`src/rtl/bisw_pkg.sv`:
```
// Shared event codes, cause codes and word types of the bus idle sleep/wake manager.
package bisw_pkg;

   localparam logic [3:0] EV_ACTIVITY  = 4'd0;
   localparam logic [3:0] EV_LOCK      = 4'd1;
   localparam logic [3:0] EV_AWAKE     = 4'd2;
   localparam logic [3:0] EV_CHECK     = 4'd3;
   localparam logic [3:0] EV_ENTER     = 4'd4;
   localparam logic [3:0] EV_EXIT      = 4'd5;
   localparam logic [3:0] EV_STOPWAKE  = 4'd6;
   localparam logic [3:0] EV_CLEAR     = 4'd7;
   localparam logic [3:0] EV_RESETDIAG = 4'd8;
   localparam logic [3:0] EV_INIT      = 4'd9;

   localparam logic [1:0] SLEEP_NONE    = 2'd0;
   localparam logic [1:0] SLEEP_TIMEOUT = 2'd1;
   localparam logic [1:0] SLEEP_LOCK    = 2'd2;
   localparam logic [1:0] SLEEP_DIRECT  = 2'd3;

   localparam logic [2:0] WAKE_NONE      = 3'd0;
   localparam logic [2:0] WAKE_BUS_RX    = 3'd1;
   localparam logic [2:0] WAKE_MANUAL    = 3'd2;
   localparam logic [2:0] WAKE_EXIT      = 3'd3;
   localparam logic [2:0] WAKE_STOP_RX   = 3'd4;
   localparam logic [2:0] WAKE_STOP_XCVR = 3'd5;

   localparam logic [1:0] SRC_BUS_RX = 2'd1;
   localparam logic [1:0] SRC_XCVR   = 2'd2;

   localparam logic [31:0] IDLE_TIMEOUT_RESET = 32'd60000;

   localparam logic CSR_IDX_IDLE_TIMEOUT = 1'b0;

   typedef struct packed {
      logic [3:0]  req_type;
      logic [31:0] now_ms;
      logic [1:0]  wake_source;
   } event_type;

   typedef struct packed {
      logic        is_sleeping;
      logic        sleep_pending;
      logic [31:0] idle_time_ms;
      logic [1:0]  sleep_cause;
      logic [2:0]  wake_cause;
      logic [31:0] request_total;
      logic [31:0] enter_total;
      logic [31:0] wake_total;
      logic [31:0] request_stamp_ms;
      logic [31:0] enter_stamp_ms;
      logic [31:0] wake_stamp_ms;
      logic [31:0] idle_at_request_ms;
   } result_type;

endpackage

```
`src/rtl/bisw_core.sv`:
```
// Sleep policy state, its per-event update and the registered result word.
module bisw_core (
   input  logic                  clock,
   input  logic                  reset,
   input  logic                  load,
   input  bisw_pkg::event_type   ev,
   input  logic [31:0]           idle_timeout_ms,
   output bisw_pkg::result_type  result
);

   typedef struct packed {
      logic [31:0] activity;
      logic        sleeping;
      logic        pending;
      logic [1:0]  sleep_cause;
      logic [2:0]  wake_cause;
      logic [31:0] request_cnt;
      logic [31:0] enter_cnt;
      logic [31:0] wake_cnt;
      logic [31:0] request_stamp;
      logic [31:0] enter_stamp;
      logic [31:0] wake_stamp;
      logic [31:0] idle_at_request;
   } state_type;

   state_type            st_ff, st_in;
   bisw_pkg::result_type result_ff, result_in;
   logic [31:0]          idle_now;

   assign idle_now = ev.now_ms - st_ff.activity;

   always_comb begin
      st_in = st_ff;
      unique case (ev.req_type)
         bisw_pkg::EV_ACTIVITY: begin
            st_in.activity = ev.now_ms;
            if (st_ff.pending && st_ff.sleep_cause == bisw_pkg::SLEEP_TIMEOUT) begin
               st_in.pending = 1'b0;
            end
            if (st_ff.sleeping) begin
               st_in.wake_cause = bisw_pkg::WAKE_BUS_RX;
               st_in.wake_stamp = ev.now_ms;
               st_in.wake_cnt   = st_ff.wake_cnt + 32'd1;
            end
            st_in.sleeping = 1'b0;
         end
         bisw_pkg::EV_LOCK: begin
            if (!st_ff.sleeping && !st_ff.pending) begin
               st_in.pending         = 1'b1;
               st_in.request_cnt     = st_ff.request_cnt + 32'd1;
               st_in.sleep_cause     = bisw_pkg::SLEEP_LOCK;
               st_in.request_stamp   = ev.now_ms;
               st_in.idle_at_request = idle_now;
            end
         end
         bisw_pkg::EV_AWAKE: begin
            st_in.sleeping   = 1'b0;
            st_in.pending    = 1'b0;
            st_in.activity   = ev.now_ms;
            st_in.wake_cause = bisw_pkg::WAKE_MANUAL;
            st_in.wake_stamp = ev.now_ms;
            st_in.wake_cnt   = st_ff.wake_cnt + 32'd1;
         end
         bisw_pkg::EV_CHECK: begin
            if (!st_ff.sleeping && !st_ff.pending && idle_now >= idle_timeout_ms) begin
               st_in.pending         = 1'b1;
               st_in.request_cnt     = st_ff.request_cnt + 32'd1;
               st_in.sleep_cause     = bisw_pkg::SLEEP_TIMEOUT;
               st_in.request_stamp   = ev.now_ms;
               st_in.idle_at_request = idle_now;
            end
         end
         bisw_pkg::EV_ENTER: begin
            if (!st_ff.sleeping) begin
               st_in.sleeping    = 1'b1;
               st_in.enter_cnt   = st_ff.enter_cnt + 32'd1;
               st_in.enter_stamp = ev.now_ms;
               if (st_ff.sleep_cause == bisw_pkg::SLEEP_NONE) begin
                  st_in.sleep_cause = bisw_pkg::SLEEP_DIRECT;
               end
            end
         end
         bisw_pkg::EV_EXIT: begin
            if (st_ff.sleeping) begin
               st_in.sleeping = 1'b0;
               st_in.pending  = 1'b0;
               st_in.activity = ev.now_ms;
               // plain unsigned compare of the stamps, no wrap handling
               if (st_ff.wake_cause == bisw_pkg::WAKE_NONE ||
                   st_ff.wake_stamp < st_ff.enter_stamp) begin
                  st_in.wake_cause = bisw_pkg::WAKE_EXIT;
                  st_in.wake_stamp = ev.now_ms;
                  st_in.wake_cnt   = st_ff.wake_cnt + 32'd1;
               end
            end
         end
         bisw_pkg::EV_STOPWAKE: begin
            if (ev.wake_source == bisw_pkg::SRC_BUS_RX ||
                ev.wake_source == bisw_pkg::SRC_XCVR) begin
               st_in.wake_cause = (ev.wake_source == bisw_pkg::SRC_BUS_RX) ?
                                  bisw_pkg::WAKE_STOP_RX : bisw_pkg::WAKE_STOP_XCVR;
               st_in.wake_stamp = ev.now_ms;
               st_in.wake_cnt   = st_ff.wake_cnt + 32'd1;
            end
         end
         bisw_pkg::EV_CLEAR: begin
            st_in.pending = 1'b0;
         end
         bisw_pkg::EV_RESETDIAG, bisw_pkg::EV_INIT: begin
            st_in.sleep_cause     = bisw_pkg::SLEEP_NONE;
            st_in.wake_cause      = bisw_pkg::WAKE_NONE;
            st_in.request_cnt     = '0;
            st_in.enter_cnt       = '0;
            st_in.wake_cnt        = '0;
            st_in.request_stamp   = '0;
            st_in.enter_stamp     = '0;
            st_in.wake_stamp      = '0;
            st_in.idle_at_request = '0;
            if (ev.req_type == bisw_pkg::EV_INIT) begin
               st_in.activity = ev.now_ms;
               st_in.sleeping = 1'b0;
               st_in.pending  = 1'b0;
            end
         end
         default: begin
            st_in = st_ff;
         end
      endcase
   end

   always_comb begin
      result_in.is_sleeping        = st_in.sleeping;
      result_in.sleep_pending      = st_in.pending;
      result_in.idle_time_ms       = ev.now_ms - st_in.activity;
      result_in.sleep_cause        = st_in.sleep_cause;
      result_in.wake_cause         = st_in.wake_cause;
      result_in.request_total      = st_in.request_cnt;
      result_in.enter_total        = st_in.enter_cnt;
      result_in.wake_total         = st_in.wake_cnt;
      result_in.request_stamp_ms   = st_in.request_stamp;
      result_in.enter_stamp_ms     = st_in.enter_stamp;
      result_in.wake_stamp_ms      = st_in.wake_stamp;
      result_in.idle_at_request_ms = st_in.idle_at_request;
   end

   always_ff @(posedge clock) begin
      if (reset) begin
         st_ff <= '0;
      end else if (load) begin
         st_ff <= st_in;
      end
   end

   always_ff @(posedge clock) begin
      if (load) begin
         result_ff <= result_in;
      end
   end

   assign result = result_ff;

endmodule

```
`src/rtl/bus_idle_sleep_wake_manager.sv`:
```
// Top level of the bus idle sleep/wake manager: handshake, input stage and CSR port.
//
// Each request word is one timestamped bus event (activity, lock, awake, timeout
// check, enter, exit, stop-mode wakeup, clear, diagnostics reset, init). The block
// updates its sleep and pending flags, the last-activity stamp and its diagnostic
// counters and stamps, and returns exactly one response word per event with the
// flags, the current idle time and all diagnostics. One event is taken every cycle
// while the response side keeps up. A request word lands in the input register at
// the edge that takes it; the state update and the response register load from it
// once the response register is empty or being drained, and its response word is then offered.
// While the response side stalls the block holds two words, one in each register,
// and then drops req_ready until a response word leaves. The idle timeout lives in
// the CSR at byte address 0 (reset 60000 ms) and should only be written while no
// event is in flight. All times are 32-bit millisecond ticks that wrap modulo 2^32.
module bus_idle_sleep_wake_manager (
   input  logic        clock,
   input  logic        reset,

   input  logic        req_valid,
   output logic        req_ready,
   input  logic [3:0]  req_type,
   input  logic [31:0] req_now_ms,
   input  logic [1:0]  req_wake_source,

   output logic        rsp_valid,
   input  logic        rsp_ready,
   output logic        rsp_is_sleeping,
   output logic        rsp_sleep_pending,
   output logic [31:0] rsp_idle_time_ms,
   output logic [1:0]  rsp_sleep_cause,
   output logic [2:0]  rsp_wake_cause,
   output logic [31:0] rsp_request_total,
   output logic [31:0] rsp_enter_total,
   output logic [31:0] rsp_wake_total,
   output logic [31:0] rsp_request_stamp_ms,
   output logic [31:0] rsp_enter_stamp_ms,
   output logic [31:0] rsp_wake_stamp_ms,
   output logic [31:0] rsp_idle_at_request_ms,

   input  logic        psel,
   input  logic        penable,
   input  logic        pwrite,
   input  logic [2:0]  paddr,
   input  logic [31:0] pwdata,
   output logic [31:0] prdata,
   output logic        pready
);

   logic                 in_valid_ff, in_valid_in;
   bisw_pkg::event_type  in_word_ff;
   logic                 rsp_valid_ff, rsp_valid_in;
   logic                 out_free;
   logic                 advance;
   logic                 req_take;
   logic [31:0]          timeout_ff;
   logic                 csr_write;
   bisw_pkg::result_type result;

   // response register can take a word when empty or being drained this cycle
   assign out_free  = !rsp_valid_ff || rsp_ready;
   // move the held input word into the state update and response register
   assign advance   = in_valid_ff && out_free;
   assign req_ready = !in_valid_ff || out_free;
   assign req_take  = req_valid && req_ready;

   always_comb begin
      in_valid_in = in_valid_ff;
      if (req_take) begin
         in_valid_in = 1'b1;
      end else if (advance) begin
         in_valid_in = 1'b0;
      end
      rsp_valid_in = rsp_valid_ff;
      if (advance) begin
         rsp_valid_in = 1'b1;
      end else if (rsp_ready) begin
         rsp_valid_in = 1'b0;
      end
   end

   always_ff @(posedge clock) begin
      if (reset) begin
         in_valid_ff  <= 1'b0;
         rsp_valid_ff <= 1'b0;
      end else begin
         in_valid_ff  <= in_valid_in;
         rsp_valid_ff <= rsp_valid_in;
      end
   end

   // capture the request word; hold it while the response side stalls
   always_ff @(posedge clock) begin
      if (req_take) begin
         in_word_ff.req_type    <= req_type;
         in_word_ff.now_ms      <= req_now_ms;
         in_word_ff.wake_source <= req_wake_source;
      end
   end

   // CSR: single idle timeout register, write on the access phase
   assign pready    = 1'b1;
   assign csr_write = psel && penable && pwrite;

   always_ff @(posedge clock) begin
      if (reset) begin
         timeout_ff <= bisw_pkg::IDLE_TIMEOUT_RESET;
      end else if (csr_write && paddr[2] == bisw_pkg::CSR_IDX_IDLE_TIMEOUT) begin
         timeout_ff <= pwdata;
      end
   end

   // paddr[1:0] is the byte lane within the word and does not select a register; a read returns zero unless it is 0
   assign prdata = (paddr[2] == bisw_pkg::CSR_IDX_IDLE_TIMEOUT && paddr[1:0] == 2'b00) ?
                   timeout_ff : '0;

   bisw_core u_core (
      .clock           (clock),
      .reset           (reset),
      .load            (advance),
      .ev              (in_word_ff),
      .idle_timeout_ms (timeout_ff),
      .result          (result)
   );

   assign rsp_valid              = rsp_valid_ff;
   assign rsp_is_sleeping        = result.is_sleeping;
   assign rsp_sleep_pending      = result.sleep_pending;
   assign rsp_idle_time_ms       = result.idle_time_ms;
   assign rsp_sleep_cause        = result.sleep_cause;
   assign rsp_wake_cause         = result.wake_cause;
   assign rsp_request_total      = result.request_total;
   assign rsp_enter_total        = result.enter_total;
   assign rsp_wake_total         = result.wake_total;
   assign rsp_request_stamp_ms   = result.request_stamp_ms;
   assign rsp_enter_stamp_ms     = result.enter_stamp_ms;
   assign rsp_wake_stamp_ms      = result.wake_stamp_ms;
   assign rsp_idle_at_request_ms = result.idle_at_request_ms;

endmodule
```
`config.mk`:
```
export PLATFORM = sky130hd
export DESIGN_NAME = bus_idle_sleep_wake_manager
export DESIGN_NICKNAME = d
export VERILOG_FILES = /design/src/rtl/bisw_pkg.sv /design/src/rtl/bisw_core.sv /design/src/rtl/bus_idle_sleep_wake_manager.sv
export SDC_FILE = /design/constraint.sdc
export NUM_CORES = 2
export LEC_CHECK = 0
export BUFFER_PORTS_ARGS = -buffer_cell sky130_fd_sc_hd__buf_4
export CAP_MARGIN = 20
export CELL_PAD_IN_SITES_DETAIL_PLACEMENT = 0
export CELL_PAD_IN_SITES_GLOBAL_PLACEMENT = 2
export CORE_MARGIN = 5
export CORE_UTILIZATION = 37
export CTS_BUF_LIST = sky130_fd_sc_hd__clkbuf_16
export DETAILED_ROUTE_END_ITERATION = 12
export MAX_ROUTING_LAYER = met4
export PLACE_DENSITY = 0.92
export SETUP_SLACK_MARGIN = 0.05
export SLEW_MARGIN = 20
export SYNTH_ARGS = -nofsm -noshare
export SYNTH_HDL_FRONTEND = slang
export SYNTH_SLANG_ARGS = --single-unit
```
`constraint.sdc`:
```
create_clock -name clock -period 10.25 [get_ports clock]
set_input_delay 0.5125 -clock clock [delete_from_list [all_inputs] [get_ports clock]]
set_output_delay 0.5125 -clock clock [all_outputs]
set_load 0.01 [all_outputs]
```
== Word level (Yosys, flattened, before mapping) ==
Cells that the tools add are included.

* Register bits after elaboration: 598
* Memory bits (writable): 0
* ROM bits: 0
* Bits of input ports: 80
* Logic and storage cells: 121
* Memories kept: 0
* Latch bits: 0
* Output and inout port bits: 298

* Muxes and demuxes: 45
* Divide/modulo/power cells: 0
* Bitwise operators: 1
* Reduce and logical (&&, ||, !) cells: 26
* $lt $le $gt $ge: 2
* $add $sub $neg: 5
* Multiply operators: 0
* Equal/unequal tests: 12
* Shifts and indexed selects: 0

{| class="wikitable"
|+ Operator list
! cell !! count
|-
| 32-bit 2-to-1 mux || 17
|-
| 32-bit case mux with 3 select lines || 4
|-
| 32-bit case mux with 5 select lines || 2
|-
| 32-bit case mux with 2 select lines || 2
|-
| 32-bit by 1-bit adder with 32-bit output, second input constant || 3
|-
| 34-bit 2-to-1 mux || 2
|-
| 32-bit subtractor || 2
|-
| 32-bit >= comparator || 1
|-
| 32-bit less-than comparator || 1
|-
| 3-bit 2-to-1 mux || 6
|-
| 4-bit by 3-bit == test with 1-bit output, second input constant || 4
|-
| 3-bit case mux with 5 select lines || 1
|-
| 1-bit logical AND || 9
|-
| 4-bit by 2-bit == test with 1-bit output, second input constant || 2
|-
| 4-bit == test, second input constant || 2
|-
| 2-bit case mux with 4 select lines || 1
|-
| 1-bit 2-to-1 mux || 6
|-
| 1-bit case mux with 6 select lines || 1
|-
| 2-bit OR reduction || 3
|-
| 2-bit by 1-bit == test with 1-bit output, second input constant || 2
|-
| 4-bit by 1-bit == test with 1-bit output, second input constant || 1
|-
| 1-bit logical NOT || 4
|-
| 2-bit logical NOT || 2
|-
| 4-bit logical NOT || 1
|-
| 7 further kinds || 12
|}

== Depth between registers and ports, before layout ==
* Depth in word-level cells: 5
* Gate-level depth with buffers: 25
* Depth with buffers taken out: 23

== Modules after synthesis ==
From an unflattened synthesis, not the netlist that was laid out.

* Cells, all modules: 3422
* Area, all modules: 31360.1 um^2

{| class="wikitable"
|+ By module, submodules not included
! module !! cells an instance !! times used !! sequential area each (um^2) !! area each (um^2)
|-
| bisw_core || 3196 || 1 || 13162.6 || 28466.1
|-
| bus_idle_sleep_wake_manager || 226 || 1 || 1821.7 || 2894.0
|}

== Least setup slack after synthesis ==
No wires, ideal clock.

* Path type: input-to-reg
* Start point: input port rsp_ready
* End point: register u_core.st_ff[17] (netlist bit)
* Setup time: 505 ps
* Path slack: 1028 ps
* Data arrival time: 8717 ps
* Data required time: 9745 ps
* Path buffers: 3
* Stages: 7
* Cells stage by stage: nor2b_1 > nand2b_1 > clkbuf_1 > inv_1 > clkbuf_1 > clkbuf_1 > a211oi_1

* Word-level cells in the longest chain between the ends: 2

{| class="wikitable"
|+ RTL lines
! what !! RTL line !! text
|-
| start: declaration || bus_idle_sleep_wake_manager.sv:26 || <nowiki>input logic rsp_ready,</nowiki>
|-
| 1-bit logical OR || bus_idle_sleep_wake_manager.sv:60 || <nowiki>assign out_free = !rsp_valid_ff || rsp_ready;</nowiki>
|-
| 1-bit logical AND || bus_idle_sleep_wake_manager.sv:62 || <nowiki>assign advance = in_valid_ff && out_free;</nowiki>
|-
| net advance || bus_idle_sleep_wake_manager.sv:53 || <nowiki>logic advance;</nowiki>
|-
| end signal: assignment || bisw_core.sv:150 || <nowiki>st_ff <= st_in;</nowiki>
|-
| end: declaration || bisw_core.sv:26 || <nowiki>state_type st_ff, st_in;</nowiki>
|}

The timed path passes the listed nets, and every way through them passes these cells.
A chain may end at the register's enable or synchronous reset.

== Worst setup path in the final report ==
* Start point: register in_word_ff[2] (netlist bit)
* End point: register u_core.st_ff[120] (netlist bit)

* Word-level cells in the longest chain between the ends: 5

{| class="wikitable"
|+ RTL lines
! what !! RTL line !! text
|-
| start: declaration || bus_idle_sleep_wake_manager.sv:50 || <nowiki>bisw_pkg::event_type in_word_ff;</nowiki>
|-
| 32-bit subtractor || bisw_core.sv:30 || <nowiki>assign idle_now = ev.now_ms - st_ff.activity;</nowiki>
|-
| 32-bit >= comparator || bisw_core.sv:65 || <nowiki>if (!st_ff.sleeping && !st_ff.pending && idle_now >= idle_timeout_ms) begin</nowiki>
|-
| 1-bit logical AND || bisw_core.sv:65 ||
|-
| 32-bit 2-to-1 mux || bisw_core.sv:65 ||
|-
| 32-bit case mux with 3 select lines || bisw_core.sv:34 || <nowiki>unique case (ev.req_type)</nowiki>
|}

No other way between the ends.

==> impl_metrics.tcl <==
set metrics [dict create \
    outcome "finished clean" \
    ff2ff_setup_slack_ns 3.45 \
    drt-total-wl_mm 100.2 \
    worstPathRequired_ns 10.70 \
    clk-insertion-delay-late_ns 0.62 \
    hpwl_mm 69.18 \
    cts_resized 0 \
    critPathLaunchType "flop" \
    ys_warn_count 0 \
    setup_viol 0 \
    grt_use_total_pct 22.56 \
    rows 104 \
    reg2reg_to "u_core.st_ff[120]$_SDFFE_PP0P_" \
    synth_compound_area_share_pct 21.80 \
    synth.distinct_cells 84 \
    synth_area_mm2 0.03019 \
    cp-end-kind "flop" \
    die_y_um 295.7 \
    grt_max_degree 192 \
    routedWlPerCell_um 21.59 \
    finalHoldViolations 0 \
    fin_crit_sh_pct 66.30 \
    slew_headroom_pct 26.79 \
    finClkSkew_ns 0.02877 \
    seq_area_frac_synth_pct 49.63 \
    post_route_cells_drive_above_1_share_pct 15.64 \
    ys_seq_elements 598 \
    yosys-top-cells-area "edfxtp_1, dfxtp_1, ha_1" \
    crit_fanout 40 \
    drt_iter0_drc 2203 \
    synth_top_family_by_area "compound AO/OA/AOI/OAI gates" \
    ff2ff_path_depth 25 \
    synth_adder_area_share_pct 5.478 \
    cts_buffers 72 \
    portBuffers 376 \
    synth-edff-count 301 \
    fmax_mhz 147.2 \
    critPathCapture "u_core.st_ff[120]$_SDFFE_PP0P_" \
    synth_top_area_share_pct 29.94 \
    cts_max_level 3 \
    synth-simple-area-share_pct 16.68 \
    min_path_type "in2reg" \
    cts_tree "yes" \
    syn_nets 3431 \
    ys.flop_type "edfxtp_1" \
    highest_layer "met4" \
    synth_largest_area_cell "edfxtp_1" \
    drv_cap 0 \
    dr_wl_met2_mm 47.81 \
    ios 378 \
    drv_slew 0 \
    rsz0062_at_grt "false" \
    post_cts_buffers 0 \
    synth_mux_area_share_pct 0.7376 \
    fin_util_pct 44.92 \
    wl_met3_mm 5.694 \
    antenna_left 0 \
    ys_async_sr_fraction_pct 0 \
    layout_min_cycle_time_ns 6.796 \
    antenna_found_initial 2 \
    final_nets 3731 \
    peakVddDrop_mv 0.1108 \
    viasPerCell 5.529 \
    grt_pass1_vias 24180 \
    area_growth_pct 20.02 \
    setup_tns_ns 0 \
    arrival_ns 7.24 \
    synth_common_cells "nand2_1, nor2_1, edfxtp_1, dfxtp_1, a21oi_1" \
    clk_path_buf_depth 3 \
    core_mm2 0.08068 \
    place_congestion 0.8882 \
    yosysMostFrequentCell "nand2_1" \
    dr.pass1.iters 6 \
    power_density_mw_per_mm2 167.2 \
    synth-xor-area-share_pct 1.653 \
    grt_pass1_wl_mm 149.4 \
    critPathLaunch "in_word_ff[2]$_DFFE_PP_" \
    path_clk_slew_ns 0.06 \
    r2r_start "in_word_ff[2]$_DFFE_PP_" \
    die_w_um 295.7 \
    die_area_mm2 0.08741 \
    leakage_nw 13.59 \
    drc 0 \
    vias 25670 \
    wl_met1_mm 43.49 \
    start_util_pct 37.42 \
    cts_sinks 598 \
    worst_pin_slew_ns 1.071 \
    syn_inst 3220 \
    syn_area_per_cell_um2 9.377 \
    crit_type "reg2reg" \
    cts-root-buf "clkbuf_16" \
    hold_buffers 0 \
    grt-ovfl-total 0 \
]
-- cells in the final DEF, fill, tap and decap left out, types with 68 or more instances in the layout --
master	n
clkbuf_16	73
edfxtp_1	301
o31ai_1	80
inv_1	139
nor3_1	68
dfxtp_1	297
ha_1	129
nand2_1	388
buf_4	412
o21ai_0	165
a21oi_1	265
a22o_1	109
nand3_1	76
nor2_1	331
-- stage by stage --
step | std cells | power, mW | hold WS, ns | setup WS [ns] | cell area, um^2
global placement | 4506 | 3.711 | 0.4416 | 3.653 | 34030
floorplan | 3220 | 3.342 | 0.4363 | 1.028 | 30190
CTS | 4640 | 6.127 | 0.02478 | 3.520 | 36230
global route | 4642 | 6.320 | 0.03317 | 2.890 | 36240
finish | 4642 | 6.060 | 0.06047 | 3.454 | 36240
detailed placement | 4506 | 3.713 | 0.4468 | 3.539 | 34030
-- report_power, final --
group | leakage, nW | total, mW | switching [mW] | internal [mW]
Sequential | 5.25 | 2.70 | 0.0771 | 2.62
Clock | 1.12 | 2.40 | 1.04 | 1.35
Combinational | 7.22 | 0.963 | 0.608 | 0.355
Total | 13.6 | 6.06 | 1.73 | 4.33
-- registers in the layout (all words and copies together) (netlist names) --
register,count
u_core.result,263
u_core.st_ff,263
in_word_ff,38
timeout_ff,32
in_valid_ff,1
rsp_valid,1
-- area by class of cell --
type                            count  area [um^2]
Sequential cell                   598        14980
Antenna cell                        2        5.005
Tap cell                         1060         1326
Clock buffer                       73         1827
Timing Repair Buffer              415         3148
Inverter                          123        469.2
Fill cell                        7852        44440
Multi-Input combinational cell   2310        14100
Clock inverter                     61        376.6
-- critical path, stage by stage, from the launching register on --
cell and delay, ns:
edfxtp_1 0.43, inv_1 0.17, ha_1 0.20, inv_1 0.06
fa_1 0.41, a211oi_1 0.35, o31ai_1 0.15, a21oi_1 0.33
a2111o_1 0.28, nand2_1 0.10, a21o_1 0.18, a21oi_1 0.16
xnor2_1 0.23, ha_1 0.31, nand4_1 0.11, nor2_1 0.06
a2111oi_0 0.37, a21oi_1 0.14, o32ai_2 0.59, a211oi_1 0.15
buf_4 0.22, nor2_2 0.68, nor2_4 0.22, buf_4 0.36
a22oi_1 0.22, nor2_1 0.07
-- logic make-up after synthesis --
logic type,count (synthesis)
AND/OR/NAND/NOR,1107
AO/OA/AOI/OAI,992
flip-flops,598
buffers and inverters,312
adder cells (fa/ha/maj),131
XOR/XNOR,57
multiplexers,22
other,1
-- how the worst min path moves through the flow --
stage / startpoint / endpoint / slack, ns / cells after the start
final: req_now_ms[17] / in_word_ff[19]$_DFFE_PP_ / 0.06 / 1
after CTS: req_now_ms[17] / in_word_ff[19]$_DFFE_PP_ / 0.02 / 1
after global routing: req_now_ms[25] / in_word_ff[27]$_DFFE_PP_ / 0.03 / 1
after detailed placement: u_core.st_ff[85]$_SDFFE_PP0P_ / u_core.st_ff[85]$_SDFFE_PP0P_ / 0.45 / 2
after floorplan: u_core.st_ff[66]$_SDFFE_PP0P_ / u_core.st_ff[66]$_SDFFE_PP0P_ / 0.44 / 2
after global placement: u_core.st_ff[77]$_SDFFE_PP0P_ / u_core.st_ff[77]$_SDFFE_PP0P_ / 0.44 / 2
-- layer usage --
layer / up-vias / GRT usage (%)
met5: - / -
met1: 12350 / 29.29
li1: 12430 / -
met4: 0 / 7.011
met3: 150 / 3.962
met2: 738 / 36.30
No activity file was read; power rests on OpenSTA's default activity.
